**src/hdl/crt_controller_register_port_assert.svh**
```systemverilog
// ----------------------------------------------------------------------------
// crt controller register port assertion macros
// shared property forms used by the rtl checks
// ----------------------------------------------------------------------------
`ifndef CRT_CONTROLLER_REGISTER_PORT_ASSERT_SVH
`define CRT_CONTROLLER_REGISTER_PORT_ASSERT_SVH

// same-cycle implication, disabled while reset is asserted
`define CRP_ASSERT_IMP(label, clk, rst_n, ante, cons, msg) \
  label: assert property (@(posedge clk) disable iff (!rst_n) (ante) |-> (cons)) \
    else $error(msg);

// next-cycle implication, disabled while reset is asserted
`define CRP_ASSERT_NXT(label, clk, rst_n, ante, cons, msg) \
  label: assert property (@(posedge clk) disable iff (!rst_n) (ante) |=> (cons)) \
    else $error(msg);

`endif

```
**src/hdl/crp_pkg.sv**
```systemverilog
// ----------------------------------------------------------------------------
// crp_pkg
// constants, types and codes of the crt controller register port
// ----------------------------------------------------------------------------
package crp_pkg;

  localparam int unsigned WindowPorts = 32;
  localparam int unsigned OfsW        = $clog2(WindowPorts);
  localparam int unsigned LaneW       = 2;

  // window offsets
  localparam logic [OfsW-1:0] OfsIndex = 5'h14;
  localparam logic [OfsW-1:0] OfsData  = 5'h15;
  localparam logic [OfsW-1:0] OfsAlias = 5'h13;

  // crt register indices
  localparam logic [7:0] IxCurStart = 8'h0a;
  localparam logic [7:0] IxCurEnd   = 8'h0b;
  localparam logic [7:0] IxStartHi  = 8'h0c;
  localparam logic [7:0] IxStartLo  = 8'h0d;
  localparam logic [7:0] IxLocHi    = 8'h0e;
  localparam logic [7:0] IxLocLo    = 8'h0f;

  // reset values
  localparam logic [15:0] IoBaseReset      = 16'h03c0;
  localparam logic [15:0] CursorShapeReset = 16'h0d0e;
  localparam logic [15:0] CursorLocReset   = 16'd1920;
  localparam logic [15:0] StartAddrReset   = 16'h0000;
  localparam logic [7:0]  UnknownByte      = 8'hff;

  // access kinds and size codes
  localparam logic       KindWrite = 1'b1;
  localparam logic [1:0] Size1     = 2'd0;
  localparam logic [1:0] Size2     = 2'd1;

  // apb
  localparam int unsigned PaddrW    = 3;
  localparam logic        RegIoBase = 1'b0;

  typedef enum logic [2:0] {
    StIdle = 3'b001,
    StLane = 3'b010,
    StDone = 3'b100
  } state_e;

  // one byte access handed to the register file
  typedef struct packed {
    logic            en;
    logic            wr;
    logic [OfsW-1:0] ofs;
    logic [7:0]      wdata;
  } lane_acc_t;

  // window decode of one byte lane
  typedef struct packed {
    logic            hit;
    logic [OfsW-1:0] ofs;
  } lane_dec_t;

endpackage

```
**src/hdl/crp_req_if.sv**
```systemverilog
// ----------------------------------------------------------------------------
// crp_req_if
// port access channel: one transaction per i/o access
// ----------------------------------------------------------------------------
interface crp_req_if;
  logic        valid;
  logic        ready;
  logic        kind;
  logic [15:0] port;
  logic [1:0]  size_code;
  logic [31:0] bus_data;

  modport source (output valid, kind, port, size_code, bus_data, input ready);
  modport sink (input valid, kind, port, size_code, bus_data, output ready);
endinterface

```
**src/hdl/crp_rsp_if.sv**
```systemverilog
// ----------------------------------------------------------------------------
// crp_rsp_if
// result channel: read data and claim flag per access
// ----------------------------------------------------------------------------
interface crp_rsp_if;
  logic        valid;
  logic        ready;
  logic [31:0] read_data;
  logic        claimed;

  modport source (output valid, read_data, claimed, input ready);
  modport sink (input valid, read_data, claimed, output ready);
endinterface

```
**src/hdl/crp_lane_dec.sv**
```systemverilog
// ----------------------------------------------------------------------------
// crp_lane_dec
// shared window decoder: byte port of one lane against the window base
// ----------------------------------------------------------------------------
module crp_lane_dec (
  input  logic [15:0]                    port_i,
  input  logic [crp_pkg::LaneW-1:0]      lane_i,
  input  logic [15:0]                    io_base_i,
  output crp_pkg::lane_dec_t             dec_o
);

  logic [16:0] bport;
  logic [17:0] diff;

  // no wrap past 0xffff, so the byte port keeps a carry bit
  assign bport = {1'b0, port_i} + {15'b0, lane_i};
  assign diff  = {1'b0, bport} - {2'b0, io_base_i};

  assign dec_o.hit = (diff[17:crp_pkg::OfsW] == '0);
  assign dec_o.ofs = diff[crp_pkg::OfsW-1:0];

endmodule

```
**src/hdl/crp_regfile.sv**
```systemverilog
// ----------------------------------------------------------------------------
// crp_regfile
// crt index register and the data registers behind it, one byte per cycle
// ----------------------------------------------------------------------------
module crp_regfile (
  input  logic                  clk_i,
  input  logic                  rst_ni,
  input  crp_pkg::lane_acc_t    acc_i,
  output logic [7:0]            rdata_o
);

  logic [7:0]  crt_index_q, crt_index_d;
  logic [15:0] cursor_shape_q, cursor_shape_d;
  logic [15:0] cursor_location_q, cursor_location_d;
  logic [15:0] start_address_q, start_address_d;
  logic [7:0]  data_rd;

  always_comb begin
    case (crt_index_q)
      crp_pkg::IxCurStart: data_rd = cursor_shape_q[15:8];
      crp_pkg::IxCurEnd:   data_rd = cursor_shape_q[7:0];
      crp_pkg::IxLocHi:    data_rd = cursor_location_q[15:8];
      crp_pkg::IxLocLo:    data_rd = cursor_location_q[7:0];
      crp_pkg::IxStartHi:  data_rd = start_address_q[15:8];
      crp_pkg::IxStartLo:  data_rd = start_address_q[7:0];
      default:             data_rd = crp_pkg::UnknownByte;
    endcase
  end

  always_comb begin
    case (acc_i.ofs)
      crp_pkg::OfsIndex: rdata_o = crt_index_q;
      crp_pkg::OfsData:  rdata_o = data_rd;
      crp_pkg::OfsAlias: rdata_o = data_rd;
      default:           rdata_o = crp_pkg::UnknownByte;
    endcase
  end

  always_comb begin
    crt_index_d       = crt_index_q;
    cursor_shape_d    = cursor_shape_q;
    cursor_location_d = cursor_location_q;
    start_address_d   = start_address_q;
    if (acc_i.en && acc_i.wr) begin
      if (acc_i.ofs == crp_pkg::OfsIndex) begin
        crt_index_d = acc_i.wdata;
      end else if (acc_i.ofs == crp_pkg::OfsData) begin
        case (crt_index_q)
          crp_pkg::IxCurStart: cursor_shape_d[15:8]    = acc_i.wdata;
          crp_pkg::IxCurEnd:   cursor_shape_d[7:0]     = acc_i.wdata;
          crp_pkg::IxLocHi:    cursor_location_d[15:8] = acc_i.wdata;
          crp_pkg::IxLocLo:    cursor_location_d[7:0]  = acc_i.wdata;
          crp_pkg::IxStartHi:  start_address_d[15:8]   = acc_i.wdata;
          crp_pkg::IxStartLo:  start_address_d[7:0]    = acc_i.wdata;
          default: ;
        endcase
      end
    end
  end

  always_ff @(posedge clk_i or negedge rst_ni) begin
    if (!rst_ni) begin
      crt_index_q       <= '0;
      cursor_shape_q    <= crp_pkg::CursorShapeReset;
      cursor_location_q <= crp_pkg::CursorLocReset;
      start_address_q   <= crp_pkg::StartAddrReset;
    end else begin
      crt_index_q       <= crt_index_d;
      cursor_shape_q    <= cursor_shape_d;
      cursor_location_q <= cursor_location_d;
      start_address_q   <= start_address_d;
    end
  end

endmodule

```
**src/hdl/crt_controller_register_port.sv**
```systemverilog
// ----------------------------------------------------------------------------
// crt_controller_register_port
// vga crt controller index/data register pair behind an i/o port window
// ----------------------------------------------------------------------------
// usage:
//   req_i carries one i/o access per transaction (kind, port, size_code,
//   bus_data); rsp_o returns one transaction per access with read_data and
//   claimed. io_base is set through the apb port at byte address 0.
//   the access bytes go one per cycle through a shared window decoder and
//   the register file, lowest port first, one lane per byte of the access.
//   the result is held in the output register while the done state lasts,
//   and the next access is accepted only after the result has been taken.
//   req_i.ready is high only while idle. a stalled receiver holds the result
//   in the output register and the block takes no new access meanwhile.
//   reset clears the sequencer, sets io_base to 0x3c0, crt index to 0,
//   cursor shape to 0x0d0e, cursor location to 1920 and start address to 0.
// ----------------------------------------------------------------------------
module crt_controller_register_port (
  input  logic                        clk_i,
  input  logic                        rst_ni,
  crp_req_if.sink                     req_i,
  crp_rsp_if.source                   rsp_o,
  input  logic                        psel,
  input  logic                        penable,
  input  logic                        pwrite,
  input  logic [crp_pkg::PaddrW-1:0]  paddr,
  input  logic [31:0]                 pwdata,
  output logic [31:0]                 prdata,
  output logic                        pready
);

  `include "crt_controller_register_port_assert.svh"

  crp_pkg::state_e             state_q, state_d;
  logic [crp_pkg::LaneW-1:0]   lane_q, lane_d;
  logic [crp_pkg::LaneW-1:0]   last_q, last_d;
  logic                        kind_q;
  logic [15:0]                 port_q;
  logic [31:0]                 data_q, data_d;
  logic [31:0]                 wdata_q;
  logic                        hit_q, hit_d;
  logic [31:0]                 rsp_data_q, rsp_data_d;
  logic [15:0]                 io_base_q;
  logic                        req_acc;
  logic                        cfg_wr;
  crp_pkg::lane_dec_t          dec;
  crp_pkg::lane_acc_t          acc;
  logic [7:0]                  rd_byte;

  // apb configuration
  assign pready = 1'b1;
  assign cfg_wr = psel && penable && pwrite && (paddr[2] == crp_pkg::RegIoBase);
  assign prdata = (paddr[2] == crp_pkg::RegIoBase) ? {16'b0, io_base_q} : '0;

  always_ff @(posedge clk_i or negedge rst_ni) begin
    if (!rst_ni) begin
      io_base_q <= crp_pkg::IoBaseReset;
    end else if (cfg_wr) begin
      io_base_q <= pwdata[15:0];
    end
  end

  crp_lane_dec u_lane_dec (
    .port_i    (port_q),
    .lane_i    (lane_q),
    .io_base_i (io_base_q),
    .dec_o     (dec)
  );

  assign acc.en    = (state_q == crp_pkg::StLane) && dec.hit;
  assign acc.wr    = (kind_q == crp_pkg::KindWrite);
  assign acc.ofs   = dec.ofs;
  assign acc.wdata = wdata_q[lane_q*8 +: 8];

  crp_regfile u_regfile (
    .clk_i   (clk_i),
    .rst_ni  (rst_ni),
    .acc_i   (acc),
    .rdata_o (rd_byte)
  );

  assign req_acc      = req_i.valid && req_i.ready;
  assign req_i.ready  = (state_q == crp_pkg::StIdle);
  assign rsp_o.valid  = (state_q == crp_pkg::StDone);
  assign rsp_o.read_data = rsp_data_q;
  assign rsp_o.claimed   = hit_q;

  always_comb begin
    state_d    = state_q;
    lane_d     = lane_q;
    last_d     = last_q;
    data_d     = data_q;
    hit_d      = hit_q;
    rsp_data_d = rsp_data_q;
    case (state_q)
      crp_pkg::StIdle: begin
        if (req_acc) begin
          state_d = crp_pkg::StLane;
          lane_d  = '0;
          hit_d   = 1'b0;
          data_d  = req_i.bus_data;
          case (req_i.size_code)
            crp_pkg::Size1: last_d = 2'd0;
            crp_pkg::Size2: last_d = 2'd1;
            default:        last_d = 2'd3;
          endcase
        end
      end
      crp_pkg::StLane: begin
        if (dec.hit) begin
          hit_d = 1'b1;
          if (kind_q != crp_pkg::KindWrite) begin
            data_d[lane_q*8 +: 8] = rd_byte;
          end
        end
        if (lane_q == last_q) begin
          state_d = crp_pkg::StDone;
          if (kind_q == crp_pkg::KindWrite) begin
            rsp_data_d = '0;
          end else begin
            rsp_data_d = data_d;
          end
        end else begin
          lane_d = lane_q + 2'd1;
        end
      end
      crp_pkg::StDone: begin
        if (rsp_o.ready) begin
          state_d = crp_pkg::StIdle;
        end
      end
      default: state_d = crp_pkg::StIdle;
    endcase
  end

  always_ff @(posedge clk_i or negedge rst_ni) begin
    if (!rst_ni) begin
      state_q <= crp_pkg::StIdle;
      lane_q  <= '0;
      last_q  <= '0;
      hit_q   <= 1'b0;
    end else begin
      state_q <= state_d;
      lane_q  <= lane_d;
      last_q  <= last_d;
      hit_q   <= hit_d;
    end
  end

  // payload registers
  always_ff @(posedge clk_i) begin
    if (req_acc) begin
      kind_q  <= req_i.kind;
      port_q  <= req_i.port;
      wdata_q <= req_i.bus_data;
    end
    data_q     <= data_d;
    rsp_data_q <= rsp_data_d;
  end

  `CRP_ASSERT_NXT(a_accept_starts_lanes, clk_i, rst_ni, req_acc, state_q == crp_pkg::StLane, "accepted transaction did not start lane processing")
  `CRP_ASSERT_IMP(a_lane_in_range, clk_i, rst_ni, state_q == crp_pkg::StLane, lane_q <= last_q, "lane counter ran past the last byte of the access")
  `CRP_ASSERT_IMP(a_write_reads_zero, clk_i, rst_ni, rsp_o.valid && (kind_q == crp_pkg::KindWrite), rsp_o.read_data == '0, "write transaction returned nonzero read data")
  `CRP_ASSERT_NXT(a_stall_holds_result, clk_i, rst_ni, rsp_o.valid && !rsp_o.ready, rsp_o.valid && $stable(rsp_data_q) && $stable(hit_q), "stalled result changed")

endmodule
```
**src/flat_wrapper.sv**
```systemverilog
// flat-port wrapper written by rule: the top's interface ports become plain ports
module crt_controller_register_port_flat 
  (clk_i, rst_ni, psel, penable, pwrite, paddr, pwdata, prdata, pready, req_i_valid, req_i_kind, req_i_port, req_i_size_code, req_i_bus_data, req_i_ready, rsp_o_valid, rsp_o_read_data, rsp_o_claimed, rsp_o_ready);
  crp_req_if req_i_i ();
  crp_rsp_if rsp_o_i ();
  input  logic clk_i;
  input  logic rst_ni;
  input  logic psel;
  input  logic penable;
  input  logic pwrite;
  input  logic [crp_pkg::PaddrW-1:0] paddr;
  input  logic [31:0] pwdata;
  output logic [31:0] prdata;
  output logic pready;
  input wire logic [$bits(req_i_i.valid)-1:0] req_i_valid;
  input wire logic [$bits(req_i_i.kind)-1:0] req_i_kind;
  input wire logic [$bits(req_i_i.port)-1:0] req_i_port;
  input wire logic [$bits(req_i_i.size_code)-1:0] req_i_size_code;
  input wire logic [$bits(req_i_i.bus_data)-1:0] req_i_bus_data;
  output wire logic [$bits(req_i_i.ready)-1:0] req_i_ready;
  output wire logic [$bits(rsp_o_i.valid)-1:0] rsp_o_valid;
  output wire logic [$bits(rsp_o_i.read_data)-1:0] rsp_o_read_data;
  output wire logic [$bits(rsp_o_i.claimed)-1:0] rsp_o_claimed;
  input wire logic [$bits(rsp_o_i.ready)-1:0] rsp_o_ready;
  assign req_i_i.valid = req_i_valid;
  assign req_i_i.kind = req_i_kind;
  assign req_i_i.port = req_i_port;
  assign req_i_i.size_code = req_i_size_code;
  assign req_i_i.bus_data = req_i_bus_data;
  assign req_i_ready = req_i_i.ready;
  assign rsp_o_valid = rsp_o_i.valid;
  assign rsp_o_read_data = rsp_o_i.read_data;
  assign rsp_o_claimed = rsp_o_i.claimed;
  assign rsp_o_i.ready = rsp_o_ready;
  crt_controller_register_port u_core (.clk_i(clk_i), .rst_ni(rst_ni), .req_i(req_i_i), .rsp_o(rsp_o_i), .psel(psel), .penable(penable), .pwrite(pwrite), .paddr(paddr), .pwdata(pwdata), .prdata(prdata), .pready(pready));
endmodule
```
**config.mk**
```make
export PLATFORM = sky130hd
export DESIGN_NAME = crt_controller_register_port_flat
export DESIGN_NICKNAME = d
export VERILOG_FILES = /design/src/hdl/crp_pkg.sv /design/src/hdl/crp_req_if.sv /design/src/hdl/crp_rsp_if.sv /design/src/hdl/crp_lane_dec.sv /design/src/hdl/crp_regfile.sv /design/src/hdl/crt_controller_register_port.sv /design/src/flat_wrapper.sv
export VERILOG_INCLUDE_DIRS = /design/src /design/src/hdl
export SDC_FILE = /design/constraint.sdc
export NUM_CORES = 1
export LEC_CHECK = 0
export BUFFER_PORTS_ARGS = -buffer_cell sky130_fd_sc_hd__buf_2
export CAP_MARGIN = 20
export CORE_ASPECT_RATIO = 0.5
export CORE_MARGIN = 4
export CORE_UTILIZATION = 62
export CTS_BUF_LIST = sky130_fd_sc_hd__clkbuf_8 sky130_fd_sc_hd__clkbuf_16
export DETAILED_ROUTE_END_ITERATION = 16
export PLACE_DENSITY = 0.86
export SETUP_SLACK_MARGIN = 0.2
export SLEW_MARGIN = 20
export SYNTH_ARGS = -nofsm -noshare
export SYNTH_HDL_FRONTEND = slang
export SYNTH_SLANG_ARGS = --single-unit
```
**constraint.sdc**
```tcl
create_clock -name clk_i -period 8.7 [get_ports clk_i]
set_clock_uncertainty 0.15 [all_clocks]
set_input_delay 1.305 -clock clk_i [delete_from_list [all_inputs] [get_ports clk_i]]
set_output_delay 1.305 -clock clk_i [all_outputs]
set_load 0.02 [all_outputs]
```
# After elaboration in Yosys (flattened, before gate mapping)
# Cells that the tools add are included.
# word_totals
wordCells,87
out_inout_bits,68
register_bits,193
inputBits,93
# classes
mux,19
n_bitwise,2
eq_ne,19
reduce_logical,23
addsub,4
n_shift,3
# ops
cell,count
$mux 32,3
$pmux 32 s2,1
$eq 8x4->1 const B,6
$pmux 8 s6,1
$neg 5->34,1
$shift 8x34->32 const A,1
$shiftx 8x34->32,1
$bwmux 32,1
$shiftx 32x6->8,1
$reduce_and 4->1,6
$sub 17x16->18,1
$add 16x2->17,1
$mux 16,1
$pmux 8 s2,1
$eq 5x5->1 const B,3
$logic_not 13->1,1
$mux 3,3
$pmux 3 s3,1
$reduce_and 3->1,3
$pmux 2 s2,2
$reduce_and 2->1,4
$logic_and 1x1->1,6
$ne 2x2->1 const B,3
$mux 2,2
other kinds (13),16

# Depth between registers and ports, before layout
# Gate-level depths: netlist of run 1.
# depth
depth_word,10
ltp_mapped,17
depth_no_buf,15

# By module
# Synthesis of run 1 repeated with hierarchy kept, for this count alone.
# hier_totals
cells_unflattened,798
area_unflattened_um2,9993.3
# by_module_without_submodules
module,area_each_um2,seq_area_each_um2,cells_per_inst,n_inst
crt_controller_register_port,5939.4,4000.1,414,1
crp_regfile,2872.8,1413.9,226,1
crp_lane_dec,1181.1,0.0,158,1

# Worst setup path before layout of run 1
# No wires, ideal clock.
# synth_timing
kind,register to register
startpoint,register u_core.lane_q[1] in the netlist's numbering
endpoint,register u_core.u_regfile.cursor_shape_q[12]
path_slack_ns,3.974
synth_period_minus_slack_ns,4.726
t_arrival_ns,4.451
t_required_ns,8.425
setup_time_ns,0.125
n_path_buf,2
path_stages_with_launch,15
cell_sequence,dfrtp_1 > clkbuf_1 > inv_1 > fa_1 > fa_1 > nand2b_1 > a21oi_4 > o21ai_1 > a21oi_1 > o41ai_1 > a211o_1 > a2111o_1 > or4_1 > buf_6 > mux2_4
# synth_via
elab_chain_len,6
word_cells_on_any_way,10
classes_between,add/sub: 2; eq/ne: 2; shift: 1; bitwise: 1; reduce/logical: 4
# synth_lines
element,line_no,text
from (decl),crt_controller_register_port.sv:35,"logic [crp_pkg::LaneW-1:0] lane_q, lane_d;"
from (signal assigned),crt_controller_register_port.sv:144,lane_q <= lane_d;
$add 16x2->17,crp_lane_dec.sv:16,"assign bport = {1'b0, port_i} + {15'b0, lane_i};"
$sub 17x16->18,crp_lane_dec.sv:17,"assign diff = {1'b0, bport} - {2'b0, io_base_i};"
$logic_not 13->1,crp_lane_dec.sv:19,assign dec_o.hit = (diff[17:crp_pkg::OfsW] == '0);
$logic_and 1x1->1,crt_controller_register_port.sv:70,assign acc.en = (state_q == crp_pkg::StLane) && dec.hit;
$logic_and 1x1->1,crp_regfile.sv:44,if (acc_i.en && acc_i.wr) begin
$reduce_and 4->1 (no source line),n/a,
to (signal assigned),crp_regfile.sv:64,cursor_shape_q <= crp_pkg::CursorShapeReset;
to (signal assigned),crp_regfile.sv:69,cursor_shape_q <= cursor_shape_d;
to (decl),crp_regfile.sv:13,"logic [15:0] cursor_shape_q, cursor_shape_d;"
# Parallel ways exist; a longest one is shown, timed or not.
# A chain may end at the register's enable or synchronous reset.

# Worst setup path in the final report of run 1
# layout_timing
startpoint,register u_core.lane_q[0] in the netlist's numbering
endpoint,register u_core.u_regfile.start_address_q[8]
# layout_via
elab_chain_len,6
word_cells_on_any_way,10
classes_between,add/sub: 2; eq/ne: 2; shift: 1; bitwise: 1; reduce/logical: 4
# layout_lines
element,line_no,text
$add 16x2->17,crp_lane_dec.sv:16,
$sub 17x16->18,crp_lane_dec.sv:17,
$logic_not 13->1,crp_lane_dec.sv:19,
$logic_and 1x1->1,crt_controller_register_port.sv:70,
$logic_and 1x1->1,crp_regfile.sv:44,
$reduce_and 4->1 (no source line),n/a,
to (signal assigned),crp_regfile.sv:66,start_address_q <= crp_pkg::StartAddrReset;
to (signal assigned),crp_regfile.sv:71,start_address_q <= start_address_d;
to (decl),crp_regfile.sv:15,"logic [15:0] start_address_q, start_address_d;"
# Parallel ways exist; a longest one is shown, timed or not.

==> reports/results.tsv, run 1 <==
metric	value	unit
cpPeakStageDelay	0.89	ns
vias_per_cell	6.33	
grt_usage	0.269	
rows	32	
maxSlewViolCount	0	
layout_commonest_cell	buf_2	
cp_common_cell	inv_1	
cpMaxStageDelayCell	dfrtp_1	
netlist_instances	816	
place.gp.congestion	0.865	
setup_violations	0	
wl_per_cell	21.3	um
grt_max_degree	81	
use_met2	0.440	
cp_top_family	compound AO/OA/AOI/OAI gates	
final_cell_mix	125 x buf_2, 113 x edfxtp_1, 100 x nand2_1	
hold_viol	0	
nets	1066	
drt_iter0_drc	911	
dieArea	18600	um^2
cp_num_buf_inv	3	
hold_path.class	reg2reg	
cts_tree	yes	
ant_nets	0	
dp_slack	2.72	ns
drt-total-wl	24900	um
num_vias	7395	
die_y	98.4	um
setup_tns	0	ns
cp_cell_sequence	inv_1, ha_1, inv_1, ha_1, inv_1, fa_1, nand2b_1, a21oi_4, o21ai_1, a21oi_1, o21ai_0, a211o_1, a2111oi_4, nand4_1, mux2_2	
p_per_area	280	nW/um^2
multi_input_area	4420	um^2
drtPass1Iterations	5	
grt_busiest_layer	met2	
rsz0062_at_grt	no	
ys_seq_elements	193	
post_dp_cell_area	10900	um^2
synth_edf_count	113	
async_flop_share	0.415	
critPathKind	reg2reg	
syn_area	10100	um^2
ir_drop	0.159	mV
port_buffers	125	
met3_usage	0.0539	
fillers	1039	
cts_max_path_buffers	2	
ys.flop_type	edfxtp_1	
grtUsageMet1	0.367	
ys_seq_area_frac	0.535	
antenna_found_initial	0	
syn_to_final_growth	13.8	%
worst_slack	2.86	ns
post_cts_buffers	0	
antenna_cells	0	
worst_ep_required_time	8.87	ns
placedCellCount	1136	
clk_latency	0.45	ns
tightest_slew	0.961	ns
clockRootBuffer	clkbuf_16	
start_kind	flip-flop	
die_x	189	um
cts-resized-gates	0	
drive_gt1_frac	0.300	
route.detailed.drc	0	
status	complete, no violations	
ys_types	69	
cts_sinks	193	
grt_pass1_wl	39200	um
core_area	15700	um^2
postSynthAreaPerCell	12.4	um^2
max-cap-violations	0	
path_max_fanout	17	
final_cell_area	11500	um^2
grt-ovfl-total	0	
clk_pin_slew_worst_paths	0.08	ns
start_util	0.645	
io_pins	161	
finalCritPeriodShare	0.672	
p_leak	5.17	nW
cts.htree.levels	4	
yosysWarningCount	0	
first_global_vias	7332	
endpoint_kind	flip-flop	
min_period	5.84	ns
crit_arrival	6.01	ns
cts_made_buffers	17	
relSlewSlack	0.356	
fmax	0.171	GHz
ctsHoldBuffers	0	
dp_hpwl	16600	um
fin_cells	1169	
regArea	5410	um^2
routing by layer:
metal | part of all wire | vias to the layer above
li1 | - | 3276
met1 | 0.42 | 3644
met2 | 0.47 | 429
met3 | 0.085 | 46
met4 | 0.021 | 0
met5 | 0 | -
registers in the layout (all words and copies together) (netlist names):
signal and cells:
u_core.data_q 32, u_core.io_base_q 16, u_core.kind_q 1, u_core.lane_q 2
u_core.last_q 2, u_core.port_q 16, u_core.rsp_o.claimed 1, u_core.rsp_o.read_data 32
u_core.state_q 3, u_core.u_regfile.crt_index_q 8, u_core.u_regfile.cursor_location_q 16, u_core.u_regfile.cursor_shape_q 16
u_core.u_regfile.start_address_q 16, u_core.wdata_q 32
synthesized netlist by cell type (9+ instances only):
master      n  area, um^2
edfxtp_1  113        3390
nand2_1   100         375
mux2_2     67         754
dfrtp_1    65        1630
mux2i_1    46         460
nor2_1     40         150
a221o_1    37         370
ha_1       35         438
inv_1      32         120
and2_1     27         169
clkbuf_1   26        97.6
a21oi_1    20         100
buf_4      17         128
dfstp_2    15         394
o21ai_0    15        75.1
nand4_1     9        56.3
nor3_1      9        45.0
final timing paths:
path                                                       start                                     to  slack (ns)  depth (start not counted)
setup / recovery                                u_core.lane_q[0]    u_core.u_regfile.start_address_q[8]        2.86                         15
hold / removal             u_core.u_regfile.cursor_location_q[6]  u_core.u_regfile.cursor_location_q[6]        0.36                          1
setup reg to reg                                u_core.lane_q[0]    u_core.u_regfile.start_address_q[8]        2.86                         15
hold reg to reg            u_core.u_regfile.cursor_location_q[6]  u_core.u_regfile.cursor_location_q[6]        0.36                          1
max in group asynchronous                                 rst_ni                   u_core.io_base_q[15]        7.13                          1
min in group asynchronous                                 rst_ni                      u_core.state_q[1]        0.73                          1
metrics by stage:
step                      power [mW]  hold slack, ns  utilization
after floorplan                 2.07           0.325            -
after global placement          2.34           0.337        0.694
after detailed placement        2.38           0.345        0.694
after CTS                       3.19           0.362        0.732
after global routing            3.38           0.380        0.734
final                           3.22           0.361        0.734
power breakdown:
group          internal (mW)  total, mW  leakage (nW)  switching, mW
Clock                  0.391      0.799         0.292          0.407
Sequential              1.18       1.26          2.09         0.0858
Combinational          0.396       1.16          2.79          0.766
cell families (layout without fill, tap and decap cells):
group | after synthesis | after routing | synth area share
buf+inv | 81 | 198 | 0.0373
xor+xnor | 7 | 7 | 0.00605
flops | 193 | 193 | 0.535
other cells | 2 | 17 | 0.000742
compound gates | 135 | 135 | 0.110
mux | 129 | 129 | 0.150
simple gates | 231 | 231 | 0.113
fa+ha+maj | 38 | 38 | 0.0492
cell type report:
cell class              count  area share
flip-flops and latches    193       0.470
inverters                  32      0.0104
multi-input cells         557       0.383
clock inverters            15      0.0151
clock buffers              17      0.0369
repair buffers            134      0.0605
well taps                 221      0.0240
worst reg2reg max path, delay by kind of cell (launching register included):
| family | cells | cell delay (ns) |
|---|---|---|
| flops | 1 | 0.89 |
| simple gates | 2 | 0.86 |
| fa+ha+maj | 3 | 0.96 |
| compound gates | 6 | 1.95 |
| buf+inv | 3 | 0.46 |
| mux | 1 | 0.47 |
(Power assumes the default switching activity.)
==> run 2: changes to the inputs <==
Settings changed: ABC_AREA from default to 1, CORE_UTILIZATION 62 to 52, PLACE_DENSITY 0.86 to 0.77.
Clock period 8.7 ns to 5.1 ns, I/O delays scaled along.
==> run 2 against run 1 <==
- critical path depth increased by 2
- clock power increased by 69%
- core utilization decreased by 13 points
- sequential share of layout area decreased by 3.2 points
- power increased by 78%
- design area increased by 7.2%
- combinational power increased by 95%
- setup slack got worse by 1.7 ns
- sequential power increased by 70%
- largest power group is now combinational cells
==> reports/results.tsv, run 2 <==
metric	value	unit
max-cap-violations	0	
p_per_area	465	nW/um^2
grt_usage	0.244	
grt-ovfl-total	0	
num_vias	9400	
dieArea	23500	um^2
async_flop_share	0.415	
cts-resized-gates	0	
p_leak	6.25	nW
cts_tree	yes	
synth_top_cell_area_share	0.311	
layout_commonest_cell	nand2_1	
die_y	110	um
hold_path.class	in2async	
cts_sinks	193	
yosysTopAreaCell	edfxtp_1	
vias_per_cell	5.25	
clk_latency	0.45	ns
fillers	1780	
cts_max_path_buffers	2	
reg2reg_slack	1.15	ns
tightest_slew	1.06	ns
port_buffers	125	
switching_share	0.413	
min_period	3.95	ns
cts_made_buffers	17	
drt-total-wl	28100	um
final_cell_mix	380 x nand2_1, 220 x inv_1, 215 x nor2_1	
dp_hpwl	19800	um
postSynthAreaPerCell	7.90	um^2
nets	1634	
synth_area_leaders	edfxtp_1 31%, dfrtp_1 15%, nand2_1 13%	
critPathKind	reg2reg	
ys_seq_area_frac	0.496	
combinationalPowerShare	0.393	
route.detailed.drc	0	
ys_types	43	
hold_viol	0	
ant_nets	0	
pwr-share-seq	0.372	
placedCellCount	1757	
status	complete, no violations	
drt_iter0_drc	853	
ys_seq_elements	193	
syn_to_final_growth	13.1	%
io_pins	161	
worst_ep_required_time	5.29	ns
finalCritPeriodShare	0.774	
endpoint_kind	flip-flop	
p_sw	2.37	mW
r2r_cells	17	
relSlewSlack	0.295	
clk_pin_slew_worst_paths	0.08	ns
setup_tns	0	ns
post_cts_buffers	0	
setup_violations	0	
fmax	0.253	GHz
ctsHoldBuffers	0	
path_max_fanout	28	
multi_input_area	4420	um^2
maxSlewViolCount	0	
drtPass1Iterations	5	
crit_arrival	4.14	ns
p_int	3.37	mW
regArea	5410	um^2
clockRootBuffer	clkbuf_16	
antenna_cells	0	
yosysMostFrequentCell	nand2_1	
antenna_found_initial	0	
drive_gt1_frac	0.146	
grt_pass1_wl	45900	um
rows	37	
fin_cells	1789	
first_global_vias	9060	
rsz0062_at_grt	no	
die_x	213	um
synth_edf_count	113	
wl_per_cell	15.7	um
syn_area	10900	um^2
place.gp.congestion	0.933	
yosysWarningCount	0	
start_util	0.530	
synth_common_cells	380 x nand2_1, 219 x inv_1, 216 x nor2_1	
start_kind	flip-flop	
ir_drop	0.299	mV
core_area	20600	um^2
netlist_instances	1382	
grt_max_degree	81	
p_clk_frac	0.235	
cts.htree.levels	4	
ys.flop_type	edfxtp_1	
## run 2: worst paths after layout
kind,startpoint,end
min in group clk_i,req_i_port[2],u_core.port_q[2]
max in group asynchronous,rst_ni,u_core.u_regfile.start_address_q[4]
min reg2reg,u_core.io_base_q[9],u_core.io_base_q[9]
max,u_core.lane_q[1],u_core.u_regfile.start_address_q[9]
max reg2reg,u_core.lane_q[1],u_core.u_regfile.start_address_q[9]
min,rst_ni,u_core.io_base_q[5]
## run 2: per-stage QoR
step                hold slack, ns   util  worst slack [ns]  power (mW)  cell area, um^2
finish                       0.220  0.600              1.15        5.75            12400
global placement             0.329  0.571              1.30        4.31            11800
detailed placement           0.335  0.571              1.15        4.38            11800
CTS                          0.319  0.600              1.13        5.74            12400
floorplan                    0.311      -             0.862        3.67            11000
global route                 0.287  0.600             0.726        6.12            12400
## run 2: kinds of logic after synthesis
logic type | count (synthesis) | share of synthesized area
compound gates | 133 | 0.0633
simple gates | 735 | 0.286
other cells | 2 | 0.000687
buf+inv | 278 | 0.107
fa+ha+maj | 38 | 0.0456
xor+xnor | 3 | 0.00241
flops | 193 | 0.496
## run 2: layout make-up
cell class,instances,share of cell area
repair buffers,141,0.0609
multi-input cells,926,0.358
clock buffers,18,0.0355
clock inverters,14,0.0120
inverters,224,0.0680
flip-flops and latches,193,0.438
well taps,273,0.0276
## run 2: worst max-delay path, stage by stage (launching register included)
cell	delay, ns
dfrtp_1	0.36
clkinv_1	0.13
fa_1	0.51
fa_1	0.47
inv_1	0.09
nand2_1	0.08
nand2_2	0.11
nand3_2	0.10
nand2_2	0.10
nand2_1	0.07
nand3_1	0.10
nand3_1	0.07
nor2_1	0.11
nand3_2	0.17
nor2_8	0.42
nand4_2	0.46
nor2_1	0.24
nor2_1	0.07
## run 2: layer usage
| layer | routed length (um) | share of wire | global-route usage | vias up |
|---|---|---|---|---|
| li1 | - | - | - | 4571 |
| met1 | 12200 | 0.43 | 0.334 | 4380 |
| met2 | 12700 | 0.45 | 0.386 | 408 |
| met3 | 2640 | 0.094 | 0.0667 | 41 |
| met4 | 497 | 0.018 | 0.0656 | 0 |
| met5 | 0 | 0 | 0 | - |
## run 2: power groups by stage
| stage | registers [mW] | logic (mW) | clock network (mW) |
|---|---|---|---|
| finish | 2.14 | 2.26 | 1.35 |
| global route | 2.16 | 2.51 | 1.44 |
| CTS | 2.14 | 2.23 | 1.37 |
| global placement | 2.15 | 2.16 | 0 |
| floorplan | 2.19 | 1.49 | 0 |
| detailed placement | 2.17 | 2.21 | 0 |
==> run 3: changes to the inputs <==
Clock period 5.1 ns to 3.5 ns, I/O delays scaled along.
==> run 3 against run 2 <==
- the run now ends with hold timing left
- hold slack lost 0.26 ns
- sequential power rose by 49%
- clock power increased by 47%
- critical endpoint is now u_core.u_regfile.start_address_q[3]
- non-clock buffer count increased by 35
- fmax up 15%
- cell count rose by 2.0%
- setup slack lost 1.1 ns
- core utilization is 7.1 points higher
==> reports/results.tsv, run 3 (same netlist as run 2, synthesis figures left out) <==
metric	value	unit
cts_made_buffers	17	
die_y	110	um
hold_path.class	in2async	
layout_commonest_cell	nand2_1	
vias_per_cell	5.45	
hold_ws	-0.0428	ns
final_core_util	0.671	
fillers	1593	
placedCellCount	1775	
finalCritPeriodShare	0.985	
cts_sinks	193	
violations	hold timing	
worst_ep_required_time	3.70	ns
start_kind	flip-flop	
fmax	0.290	GHz
drt-total-wl	31000	um
cts.htree.levels	4	
status	finished with violations	
drive_gt1_frac	0.305	
grt_usage	0.250	
ir_drop	0.437	mV
cp_common_cell	nand2_4	
io_pins	161	
clockRootBuffer	clkbuf_16	
final_cell_area	13800	um^2
setup_tns	0	ns
post_dp_cell_area	12100	um^2
first_global_vias	9238	
grt-ovfl-total	0	
dp_slack	-0.200	ns
fin_cells	1825	
rows	37	
cpPeakStageDelay	0.48	ns
endpoint_kind	flip-flop	
antenna_cells	0	
max-cap-violations	0	
maxSlewViolCount	0	
cts_tree	yes	
route.detailed.drc	0	
clk_pin_slew_worst_paths	0.08	ns
place.gp.congestion	0.930	
worst_slack	0.0541	ns
min_period	3.45	ns
die_x	213	um
tightest_slew	1.37	ns
p_leak	6.60	nW
ctsHoldBuffers	0	
start_util	0.530	
num_vias	9942	
cp_top_family	simple AND/OR/NAND/NOR gates	
relSlewSlack	0.0900	
hold_viol	51	
ant_nets	0	
nets	1670	
drt_iter0_drc	1178	
cts_max_path_buffers	2	
cp_num_buf_inv	5	
final_cell_mix	309 x nand2_1, 203 x inv_1, 164 x nor2_1	
reg2reg_slack	0.05	ns
wl_per_cell	17.0	um
dp_hpwl	20500	um
syn_to_final_growth	26.5	%
grt_pass1_wl	46500	um
antenna_found_initial	0	
rsz0062_at_grt	yes	
cpMaxStageDelayCell	fa_2	
cp_cell_sequence	clkinv_4, fa_2, fa_2, inv_2, nand2_4, nand2_4, nand3_4, nand2_4, nand2_2, nand2_4, nor2_4, nor2_2, nand3_4, nor2_8, buf_12, buf_12, nand4_2, buf_12, nor2_1, nor2_1	
dieArea	23500	um^2
path_max_fanout	16	
grt_max_degree	81	
port_buffers	125	
crit_arrival	3.65	ns
p_per_area	681	nW/um^2
critPathKind	reg2reg	
clk_latency	0.47	ns
setup_violations	0	
core_area	20600	um^2
drtPass1Iterations	5	
power.total	9.41	mW
[run 3: path summary, 6_finish.rpt]
kind | from | end | cells after the start
worst max-delay path | u_core.lane_q[1] | u_core.u_regfile.start_address_q[3] | 20
worst min-delay path | rst_ni | u_core.last_q[0] | 1
worst min register to register | u_core.io_base_q[9] | u_core.io_base_q[9] | 2
min in group clk_i | req_i_port[15] | u_core.port_q[15] | 1
worst max register to register | u_core.lane_q[1] | u_core.u_regfile.start_address_q[3] | 20
max in group asynchronous | rst_ni | u_core.u_regfile.cursor_location_q[6] | 1
[run 3: layout make-up]
cell class | count | area (um^2) | share of cell area
inverter | 224 | 848 | 0.0614
multi-input combinational | 927 | 5420 | 0.392
timing repair buffer | 176 | 1210 | 0.0874
clock inverter | 13 | 119 | 0.00860
clock buffer | 19 | 464 | 0.0336
tap | 273 | 342 | 0.0247
sequential | 193 | 5410 | 0.392
[run 3: timing repair]
action / in CTS / in global routing
pin swaps: 21 / 59
cloned: 2 / 2
buffers inserted: 5 / 9
hold endpoints to repair: 0 / 0
resized for setup: 77 / 197
endpoints found under the setup margin: 120 / 120
[run 3: metal layers]
metal	global-route usage	part of all wire	routed length [um]
met5	0	0	0
met1	0.356	0.43	13200
met2	0.383	0.46	14200
met3	0.0480	0.085	2620
met4	0.0870	0.030	915
[run 3: worst reg2reg max path, delay by kind of cell (launching register included)]
kind                       cells  cell delay, ns
adders and majority gates      2            0.87
buffers and inverters          5            0.64
and+or+nand+nor               13            1.25
DFF                            1            0.40
[run 3: report_power, final]
group	total [mW]	leakage (nW)	switching [mW]	internal (mW)
Clock	1.98	0.290	0.978	0.999
Combinational	4.26	4.24	2.90	1.36
Sequential	3.18	2.07	0.199	2.98
Total	9.41	6.60	4.08	5.34
